===== src/design/sdq_pkg.sv =====
// ============================================================================
// sdq_pkg
// Shared types and constants for the sleep deadline queue: operation and
// result codes, the command passed from front to back, and the control and
// status groups between the sequencer and the sorted entry array.
// ============================================================================
package sdq_pkg;

   // Field widths fixed by the interface.
   localparam int unsigned TICK_W = 48;
   localparam int unsigned ID_W   = 8;
   localparam int unsigned DUR_W  = 32;

   // Largest tick count; both the counter and deadlines saturate here.
   localparam logic [TICK_W-1:0] TICK_MAX = {TICK_W{1'b1}};

   // At most this many sleepers leave on one tick.
   localparam int unsigned MAX_RESULTS = 16;
   localparam int unsigned REL_CNT_W   = $clog2(MAX_RESULTS + 1);

   // Operation codes of an input transaction.
   localparam logic OP_SLEEP = 1'b0;
   localparam logic OP_TICK  = 1'b1;

   // Result kinds.
   typedef enum logic [1:0] {
      KIND_ACCEPTED  = 2'd0,
      KIND_REJECTED  = 2'd1,
      KIND_RELEASED  = 2'd2,
      KIND_IDLE_TICK = 2'd3
   } sdq_kind_type;

   // Classified command from the front to the back.
   typedef struct packed {
      logic             is_tick;
      logic [ID_W-1:0]  id;
      logic [DUR_W-1:0] dur;
   } sdq_cmd_type;

   // Sequencer requests to the entry array.
   typedef struct packed {
      logic              insert;
      logic              pop;
      logic [TICK_W-1:0] dl;
      logic [ID_W-1:0]   id;
   } sdq_ctrl_type;

   // Entry array status seen by the sequencer.
   typedef struct packed {
      logic              full;
      logic              has_one;
      logic              has_two;
      logic [TICK_W-1:0] head_dl;
      logic [TICK_W-1:0] next_dl;
      logic [ID_W-1:0]   head_id;
   } sdq_stat_type;

endpackage


===== src/design/sdq_front.sv =====
// ============================================================================
// sdq_front
// Accepts request transactions, classifies them into commands and holds
// them in a two-entry queue until the back end takes them.
// ============================================================================
module sdq_front
   import sdq_pkg::*;
(
   input  logic             clock,
   input  logic             reset,
   input  logic             req_valid,
   output logic             req_stall,
   input  logic             req_operation,
   input  logic [ID_W-1:0]  req_sleeper_id,
   input  logic [DUR_W-1:0] req_duration,
   output logic             cmd_valid,
   output sdq_cmd_type      cmd,
   input  logic             cmd_take
);

   sdq_cmd_type q_ff [2];
   sdq_cmd_type q_in [2];
   logic       wr_ptr_ff, wr_ptr_in;
   logic       rd_ptr_ff, rd_ptr_in;
   logic [1:0] cnt_ff, cnt_in;
   logic       push;
   sdq_cmd_type new_cmd;

   // Stall only when both slots hold commands.
   assign req_stall = (cnt_ff == 2'd2);
   assign push      = req_valid && !req_stall;
   assign cmd_valid = (cnt_ff != 2'd0);
   assign cmd       = q_ff[rd_ptr_ff];

   // Classify the incoming transaction.
   always_comb begin
      new_cmd.is_tick = (req_operation == OP_TICK);
      new_cmd.id      = req_sleeper_id;
      new_cmd.dur     = req_duration;
   end

   // Queue pointers and storage.
   always_comb begin
      q_in[0]   = q_ff[0];
      q_in[1]   = q_ff[1];
      wr_ptr_in = wr_ptr_ff;
      rd_ptr_in = rd_ptr_ff;
      cnt_in    = cnt_ff;
      if (push) begin
         q_in[wr_ptr_ff] = new_cmd;
         wr_ptr_in       = !wr_ptr_ff;
      end
      if (cmd_take) begin
         rd_ptr_in = !rd_ptr_ff;
      end
      if (push && !cmd_take) begin
         cnt_in = cnt_ff + 2'd1;
      end else if (!push && cmd_take) begin
         cnt_in = cnt_ff - 2'd1;
      end
   end

   always_ff @(posedge clock) begin
      q_ff[0] <= q_in[0];
      q_ff[1] <= q_in[1];
      if (reset) begin
         wr_ptr_ff <= 1'b0;
         rd_ptr_ff <= 1'b0;
         cnt_ff    <= 2'd0;
      end else begin
         wr_ptr_ff <= wr_ptr_in;
         rd_ptr_ff <= rd_ptr_in;
         cnt_ff    <= cnt_in;
      end
   end

endmodule


===== src/design/sdq_array.sv =====
// ============================================================================
// sdq_array
// Row of entry cells kept in ascending deadline order. An insert places the
// new sleeper behind all entries due at or before it; a pop shifts the row
// one place toward the head.
// ============================================================================
module sdq_array
   import sdq_pkg::*;
#(
   parameter int unsigned DEPTH = 16
)
(
   input  logic         clock,
   input  logic         reset,
   input  sdq_ctrl_type ctrl,
   output sdq_stat_type stat
);

   localparam int unsigned OCC_W = $clog2(DEPTH + 1);

   logic [TICK_W-1:0] dl_ff [DEPTH];
   logic [TICK_W-1:0] dl_in [DEPTH];
   logic [ID_W-1:0]   id_ff [DEPTH];
   logic [ID_W-1:0]   id_in [DEPTH];
   logic [OCC_W-1:0]  occ_ff, occ_in;
   logic [DEPTH-1:0]  le;

   for (genvar i = 0; i < DEPTH; i++) begin : g_cell
      logic [TICK_W-1:0] up_dl, dn_dl;
      logic [ID_W-1:0]   up_id, dn_id;
      logic              le_prev;

      // An occupied cell that is due no later than the new deadline stays put.
      assign le[i] = (occ_ff > OCC_W'(i)) && (dl_ff[i] <= ctrl.dl);

      // Neighbor values for shifting in either direction.
      if (i == DEPTH - 1) begin : g_top
         assign up_dl = dl_ff[i];
         assign up_id = id_ff[i];
      end else begin : g_mid
         assign up_dl = dl_ff[i+1];
         assign up_id = id_ff[i+1];
      end
      if (i == 0) begin : g_head
         assign dn_dl   = ctrl.dl;
         assign dn_id   = ctrl.id;
         assign le_prev = 1'b1;
      end else begin : g_rest
         assign dn_dl   = dl_ff[i-1];
         assign dn_id   = id_ff[i-1];
         assign le_prev = le[i-1];
      end

      // Next cell contents.
      always_comb begin
         dl_in[i] = dl_ff[i];
         id_in[i] = id_ff[i];
         if (ctrl.pop) begin
            dl_in[i] = up_dl;
            id_in[i] = up_id;
         end else if (ctrl.insert && !le[i]) begin
            if (le_prev) begin
               dl_in[i] = ctrl.dl;
               id_in[i] = ctrl.id;
            end else begin
               dl_in[i] = dn_dl;
               id_in[i] = dn_id;
            end
         end
      end

      always_ff @(posedge clock) begin
         dl_ff[i] <= dl_in[i];
         id_ff[i] <= id_in[i];
      end
   end

   // Occupancy count.
   always_comb begin
      occ_in = occ_ff;
      if (ctrl.insert) begin
         occ_in = occ_ff + OCC_W'(1);
      end else if (ctrl.pop) begin
         occ_in = occ_ff - OCC_W'(1);
      end
   end

   always_ff @(posedge clock) begin
      if (reset) begin
         occ_ff <= '0;
      end else begin
         occ_ff <= occ_in;
      end
   end

   // Status toward the sequencer.
   always_comb begin
      stat.full    = (occ_ff == OCC_W'(DEPTH));
      stat.has_one = (occ_ff != '0);
      stat.has_two = (occ_ff > OCC_W'(1));
      stat.head_dl = dl_ff[0];
      stat.next_dl = dl_ff[1];
      stat.head_id = id_ff[0];
   end

endmodule


===== src/design/sdq_back.sv =====
// ============================================================================
// sdq_back
// Sequencer that carries out commands: it keeps the tick counter, computes
// saturated deadlines, drives inserts and head releases in the entry array,
// and holds the result register.
// ============================================================================
module sdq_back
   import sdq_pkg::*;
(
   input  logic              clock,
   input  logic              reset,
   input  logic              cmd_valid,
   input  sdq_cmd_type       cmd,
   output logic              cmd_take,
   output sdq_ctrl_type      ctrl,
   input  sdq_stat_type      stat,
   output logic              rsp_valid,
   input  logic              rsp_stall,
   output logic [1:0]        rsp_kind,
   output logic [ID_W-1:0]   rsp_released_id,
   output logic [TICK_W-1:0] rsp_tick_now,
   output logic              rsp_last
);

   typedef enum logic [1:0] {
      ST_IDLE,
      ST_SLEEP_ADD,
      ST_SLEEP_INS,
      ST_RELEASE
   } state_type;

   state_type            state_ff, state_in;
   logic [TICK_W-1:0]    tick_ff, tick_in;
   logic [REL_CNT_W-1:0] n_ff, n_in;
   logic [TICK_W-1:0]    dl_ff, dl_in;
   logic [ID_W-1:0]      id_ff, id_in;
   logic [DUR_W-1:0]     dur_ff, dur_in;
   logic                 rsp_valid_ff, rsp_valid_in;
   sdq_kind_type         kind_ff, kind_in;
   logic [ID_W-1:0]      rid_ff, rid_in;
   logic [TICK_W-1:0]    rtick_ff, rtick_in;
   logic                 last_ff, last_in;

   logic                 out_free;
   logic                 head_due;
   logic                 next_due;
   logic                 rel_last;
   logic [TICK_W:0]      dl_sum;

   assign out_free = !rsp_valid_ff || !rsp_stall;
   assign head_due = stat.has_one && (stat.head_dl <= tick_ff);
   assign next_due = stat.has_two && (stat.next_dl <= tick_ff);
   assign rel_last = !next_due || (n_ff == REL_CNT_W'(MAX_RESULTS - 1));
   assign dl_sum   = {1'b0, tick_ff} + (TICK_W + 1)'(dur_ff);

   // Next-state and result logic.
   always_comb begin
      state_in     = state_ff;
      tick_in      = tick_ff;
      n_in         = n_ff;
      dl_in        = dl_ff;
      id_in        = id_ff;
      dur_in       = dur_ff;
      rsp_valid_in = rsp_valid_ff && rsp_stall;
      kind_in      = kind_ff;
      rid_in       = rid_ff;
      rtick_in     = rtick_ff;
      last_in      = last_ff;
      cmd_take     = 1'b0;
      ctrl.insert  = 1'b0;
      ctrl.pop     = 1'b0;
      ctrl.dl      = dl_ff;
      ctrl.id      = id_ff;
      case (state_ff)
         ST_IDLE: begin
            if (cmd_valid) begin
               cmd_take = 1'b1;
               if (cmd.is_tick) begin
                  tick_in  = (tick_ff == TICK_MAX) ? tick_ff : tick_ff + TICK_W'(1);
                  n_in     = '0;
                  state_in = ST_RELEASE;
               end else begin
                  id_in    = cmd.id;
                  dur_in   = cmd.dur;
                  state_in = ST_SLEEP_ADD;
               end
            end
         end
         ST_SLEEP_ADD: begin
            // Deadline saturates at the counter maximum.
            dl_in    = dl_sum[TICK_W] ? TICK_MAX : dl_sum[TICK_W-1:0];
            state_in = ST_SLEEP_INS;
         end
         ST_SLEEP_INS: begin
            if (out_free) begin
               rsp_valid_in = 1'b1;
               rid_in       = '0;
               rtick_in     = tick_ff;
               last_in      = 1'b1;
               if (stat.full) begin
                  kind_in = KIND_REJECTED;
               end else begin
                  ctrl.insert = 1'b1;
                  kind_in     = KIND_ACCEPTED;
               end
               state_in = ST_IDLE;
            end
         end
         ST_RELEASE: begin
            if (out_free) begin
               rsp_valid_in = 1'b1;
               rtick_in     = tick_ff;
               if (head_due) begin
                  ctrl.pop = 1'b1;
                  kind_in  = KIND_RELEASED;
                  rid_in   = stat.head_id;
                  last_in  = rel_last;
                  if (rel_last) begin
                     state_in = ST_IDLE;
                  end else begin
                     n_in = n_ff + REL_CNT_W'(1);
                  end
               end else begin
                  // Nothing due on this tick.
                  kind_in  = KIND_IDLE_TICK;
                  rid_in   = '0;
                  last_in  = 1'b1;
                  state_in = ST_IDLE;
               end
            end
         end
         default: begin
            state_in = ST_IDLE;
         end
      endcase
   end

   // State and registered outputs.
   always_ff @(posedge clock) begin
      dl_ff    <= dl_in;
      id_ff    <= id_in;
      dur_ff   <= dur_in;
      kind_ff  <= kind_in;
      rid_ff   <= rid_in;
      rtick_ff <= rtick_in;
      last_ff  <= last_in;
      if (reset) begin
         state_ff     <= ST_IDLE;
         tick_ff      <= '0;
         n_ff         <= '0;
         rsp_valid_ff <= 1'b0;
      end else begin
         state_ff     <= state_in;
         tick_ff      <= tick_in;
         n_ff         <= n_in;
         rsp_valid_ff <= rsp_valid_in;
      end
   end

   assign rsp_valid       = rsp_valid_ff;
   assign rsp_kind        = kind_ff;
   assign rsp_released_id = rid_ff;
   assign rsp_tick_now    = rtick_ff;
   assign rsp_last        = last_ff;

`ifndef SYNTHESIS
   // The tick counter never moves backward.
   a_tick_monotonic: assert property (@(posedge clock) disable iff (reset)
      1'b1 |=> tick_ff >= $past(tick_ff))
      else $error("tick counter decreased");

   // An insert is never issued into a full array.
   a_no_insert_full: assert property (@(posedge clock) disable iff (reset)
      ctrl.insert |-> !stat.full)
      else $error("insert into full array");

   // A pop only happens when the array holds an entry that is due.
   a_pop_due: assert property (@(posedge clock) disable iff (reset)
      ctrl.pop |-> (stat.has_one && stat.head_dl <= tick_ff))
      else $error("pop without a due head");

   // The release at the per-tick limit always carries the final mark and ends the tick.
   a_release_limit: assert property (@(posedge clock) disable iff (reset)
      (ctrl.pop && n_ff == REL_CNT_W'(MAX_RESULTS - 1)) |=> (last_ff && state_ff == ST_IDLE))
      else $error("release limit exceeded");
`endif

endmodule


===== src/design/sleep_deadline_queue_unit.sv =====
// ============================================================================
// sleep_deadline_queue_unit
// Tick counter with a queue of sleepers sorted by wake deadline.
// ============================================================================
// A sleep transaction passes from acceptance to a valid result through the
// command queue, the deadline add, then the ordered insert into the entry
// row together with the result register; a tick transaction passes through
// the command queue and then gives one result per released sleeper, or an
// idle result, up to sixteen releases per tick. The back-end sequencer
// carries out one command at a time and moves one head entry per cycle. A
// two-entry command queue in front lets requests be accepted while the
// sequencer works. The result register is refilled in the cycle its current
// transaction is taken, so releases leave one per cycle while the output is
// not stalled; a stall holds the sequencer until the result is taken.
// ============================================================================
module sleep_deadline_queue_unit
   import sdq_pkg::*;
#(
   parameter int unsigned QUEUE_DEPTH = 16
)
(
   input  logic              clock,
   input  logic              reset,
   input  logic              req_valid,
   output logic              req_stall,
   input  logic              req_operation,
   input  logic [ID_W-1:0]   req_sleeper_id,
   input  logic [DUR_W-1:0]  req_duration,
   output logic              rsp_valid,
   input  logic              rsp_stall,
   output logic [1:0]        rsp_kind,
   output logic [ID_W-1:0]   rsp_released_id,
   output logic [TICK_W-1:0] rsp_tick_now,
   output logic              rsp_last
);

   logic         cmd_valid;
   sdq_cmd_type  cmd;
   logic         cmd_take;
   sdq_ctrl_type ctrl;
   sdq_stat_type stat;

   // Front end: accepts and classifies transactions.
   sdq_front u_front (
      .clock          (clock),
      .reset          (reset),
      .req_valid      (req_valid),
      .req_stall      (req_stall),
      .req_operation  (req_operation),
      .req_sleeper_id (req_sleeper_id),
      .req_duration   (req_duration),
      .cmd_valid      (cmd_valid),
      .cmd            (cmd),
      .cmd_take       (cmd_take)
   );

   // Sorted entry row.
   sdq_array #(
      .DEPTH (QUEUE_DEPTH)
   ) u_array (
      .clock (clock),
      .reset (reset),
      .ctrl  (ctrl),
      .stat  (stat)
   );

   // Back end: sequencer and result register.
   sdq_back u_back (
      .clock           (clock),
      .reset           (reset),
      .cmd_valid       (cmd_valid),
      .cmd             (cmd),
      .cmd_take        (cmd_take),
      .ctrl            (ctrl),
      .stat            (stat),
      .rsp_valid       (rsp_valid),
      .rsp_stall       (rsp_stall),
      .rsp_kind        (rsp_kind),
      .rsp_released_id (rsp_released_id),
      .rsp_tick_now    (rsp_tick_now),
      .rsp_last        (rsp_last)
   );

endmodule

===== config.mk =====
export PLATFORM = sky130hd
export DESIGN_NAME = sleep_deadline_queue_unit
export DESIGN_NICKNAME = d
export VERILOG_FILES = /design/src/design/sdq_pkg.sv /design/src/design/sdq_front.sv /design/src/design/sdq_array.sv /design/src/design/sdq_back.sv /design/src/design/sleep_deadline_queue_unit.sv
export SDC_FILE = /design/constraint.sdc
export NUM_CORES = 2
export LEC_CHECK = 0
export ABC_AREA = 1
export BUFFER_PORTS_ARGS = -buffer_cell sky130_fd_sc_hd__buf_4
export CAP_MARGIN = 25
export CORE_ASPECT_RATIO = 0.9
export CORE_MARGIN = 8
export CORE_UTILIZATION = 65
export DETAILED_ROUTE_END_ITERATION = 10
export GPL_ROUTABILITY_DRIVEN = 0
export PLACE_DENSITY_LB_ADDON = 0.15
export SYNTH_ARGS = -nofsm -noshare
export SYNTH_HDL_FRONTEND = slang
export SYNTH_SLANG_ARGS = --single-unit

===== constraint.sdc =====
create_clock -name clock -period 8.1 [get_ports clock]
set_clock_uncertainty 0.2 [all_clocks]
set_input_delay 1.215 -clock clock [delete_from_list [all_inputs] [get_ports clock]]
set_output_delay 1.215 -clock clock [all_outputs]
set_load 0.03 [all_outputs]

==> results.md <==
* Status: finished with violations
* Failing checks: design-rule violations
* WL/cell at approximately 22 microns
* Initial antenna violation count at 2
* Post-Place Setup Slack at between 2 and 2.5 ns
* WP depth at 15
* Worst setup startpoint: u_back.dl_ff[28]$_SDFFCE_PP1P_
* Worst Tran Pin Value at 1.220 ns
* Design Power at roughly 38 mW
* Post_cts resized at 0
* Setup Buffers After CTS at 0
* Number of synthesized register bits at approximately 1200
* Total gr overflow at 0
* Critical path required time at ~8.4 ns
* Sequential area share after synthesis at roughly 42%
* Die height at ~360 microns
* DP HPWL at just under 200000 microns
* YS warnings at 0
* Largest net degree at the start of global routing at around 210
* PortBufs at approximately 110
* RSZ-0062 raised after global routing: false
* Routed vias/inst at around 6.4
* Final Setup Violations at 0
* Net Count, Synth at around 12000
* Peak Freq at 168.5 MHz
* CTS H-tree depth at 4
* Hold Startpoint: u_front.rd_ptr_ff$_SDFFE_PP0P_
* DRC violations left at 99
* Fillers at 10140
* Dpl cell area at between 80000 and 90000 sq um
* CTS tree: built
* Antenna Nets Post-Route at 0
* Cell area after synthesis at 83170 sq um
* Worst-path maximum fanout at 54
* Leak at roughly 42 nW
* Reg area at ~35000 sq um
* Clock Latency Late Sink at slightly above 0.8 ns
* EDFF count, synth at roughly 1100
* Grt met2 use at 57.97%
* Die area at 139700 sq um
* Total track usage at between 30% and 40%
* Worst-path clk slew at 0.06 ns
* Cell count after synthesis at 10740
* Yosys cell types at 47
* Final Hold Fails at 0
* Commonest non-fill, non-tap cell in the layout: nand2_1
* WP buf/inv at 5
* CTS sink count at between 1000 and 1500
* Critical R2R Launch: u_back.dl_ff[28]$_SDFFCE_PP1P_
* Area grow syn2layout at 7.555%
* Initial Utilization at between 60% and 70%
* CP startpoint kind: flop
* Vias in the first global route at a little under 80000
* CP top delay family: simple AND/OR/NAND/NOR gates
* Core outline area at between 100000 and 150000 sq um
* Rows at 124
* Hold Crit Class: reg -> reg
* Crit end category: flop
* Max cap viols at 0
* Hold buffers post-CTS at 0
* CTS Buf Count at approximately 140
* Multi-input gate area at 43690 sq um
* Final nets at roughly 12000
* Setup TNS at 0 ns
* Ys flop type: edfxtp_1
* Tcrit/Tclk final at about three quarters
* DRT Wirelength at roughly 280000 microns
* Via count at around 80000
* Worst endpoint data arrival time at 6.19 ns
* DRT Pass-1 Iters at 11
* Root Buffer: clkbuf_16
* # IOs at 106
* Most frequent cells in the layout: nand2_1, edfxtp_1, nand3_1
* Share of post-route cells with drive strength above 1 at 5.206%
* Min cycle time layout at 5.933 ns
* Syn Area/Cell at ~7.7 sq um
* Max clock buf depth at 3
* R2R depth at 15
* Hold Crit Depth at 1
* Post-synth ARST share at 0%
* Max incr delay on CP at 0.84 ns
* Power Density at between 400 and 500 nW/um^2
* First-pass GRT wire length at 425200 microns
* GR peak layer: met2
* Die width at between 300 and 400 microns
* Met1 Resource Use GR at around half
* Fin. max-slew vios at 0
* Worst Setup Path Type: reg -> reg
* Max-slew headroom at between 10% and 20%
* DR iter-0 viols at between 10000 and 15000
* Final Instance Area at approximately 89000 sq um
* Met3 GRT Util at 12.16%
* Slack of the critical path at around 2.2 ns
* Worst VDD drop at 1101 uV
* Fin util at a little over two thirds
* CP cell instances: inv_1, buf_4, ha_1, nand3_1, nor3_1, nand2_1, nor2_1, nand2_1, nand3_1, nand2_2, buf_4, nand2_2, inv_1, o21ai_4, buf_12
* Slowest CP cell: nor3_1
## stage by stage
stage | cells | hold WS (ns)
2_1_floorplan | 10740 | 0.2255
3_3_place_gp | 12170 | 0.2354
3_5_place_dp | 12170 | 0.2501
4_1_cts | 12410 | 0.2690
5_1_grt | 12420 | 0.3042
6_report | 12420 | 0.2753
## area by class of cell
class                   instances  share of cell area (%)
clock buffers                 166                   3.930
inverters                     528                   2.224
multi-input cells            8485                   48.84
flip-flops and latches       1191                   39.24
diodes                          2                0.005595
clock inverters                72                  0.8770
repair buffers                277                   2.498
well taps                    1701                   2.379
## synthesized netlist by cell type, types with 4 or more instances
master       n  area (sq um)
nand2_1   4971         18660
edfxtp_1  1125         33780
nand3_1   1068          5345
ha_1       905         11320
inv_1      520          1952
a21oi_1    491          2457
nor2_1     348          1306
clkbuf_1   270          1013
o21ai_0    262          1311
buf_2      127         635.6
nand4_1    115         719.4
nor3_1      82         410.4
buf_6       76         855.8
dfxtp_1     66          1321
buf_1       53         198.9
xor2_1      35         306.5
o211ai_1    27         202.7
o21a_1      26         195.2
nor4_1      25         156.4
or2_2       22         137.6
a21o_1      21         157.7
nor3b_1     11         82.58
a31oi_1      9         56.30
o21bai_1     9         67.56
o21ai_1      8         40.04
a211oi_1     7         52.55
xnor2_1      7         61.31
nand3b_1     6         45.04
buf_4        5         37.54
inv_2        5         18.77
nor2_2       4         25.02
or2_1        4         25.02
## final timing paths
kind | endpoint | slack, ns
worst max-delay path | u_array.dl_ff[1][265]$_DFFE_PP_ | 2.17
worst min-delay path | u_front.rd_ptr_ff$_SDFFE_PP0P_ | 0.28
worst max register to register | u_array.dl_ff[1][265]$_DFFE_PP_ | 2.17
worst min register to register | u_front.rd_ptr_ff$_SDFFE_PP0P_ | 0.28
## state kept, by name, summed over array words and instances, names as in the netlist, 2 cells and up, named ones only
signal,count
u_back.rsp_kind,2
u_array.dl_ff,768
u_back.state_ff,2
u_array.id_ff,128
u_front.q_ff,82
u_back.dur_ff,32
u_back.tick_ff,48
u_back.dl_ff,48
u_array.occ_ff,5
u_back.n_ff,5
u_back.rsp_released_id,8
u_back.id_ff,8
u_back.rsp_tick_now,48
u_front.cnt_ff,2
## report_power, final
part	switching, mW	internal, mW
combinational	13.5	5.86
clock	2.72	3.49
sequential	2.31	10.4
## cells by family (layout without fill, tap and decap cells)
group | after synthesis | count (layout) | synth area share (%)
DFF | 1191 | 1191 | 42.21
xor gates and xnor gates | 42 | 42 | 0.4423
AOI/OAI and AO/OA | 874 | 874 | 5.593
buffers and inverters | 1059 | 1043 | 5.679
and+or+nand+nor | 6663 | 6663 | 32.44
adders and majority gates | 906 | 906 | 13.64
other | 0 | 2 | 0
## metal layers
| layer | share of wire (%) | vias up |
|---|---|---|
| li1 | - | 35640 |
| met1 | 38 | 37260 |
| met2 | 43 | 5699 |
| met3 | 14 | 1182 |
| met4 | 4.9 | 6 |
| met5 | 0.11 | - |
Power figures use the tool's default switching activity.
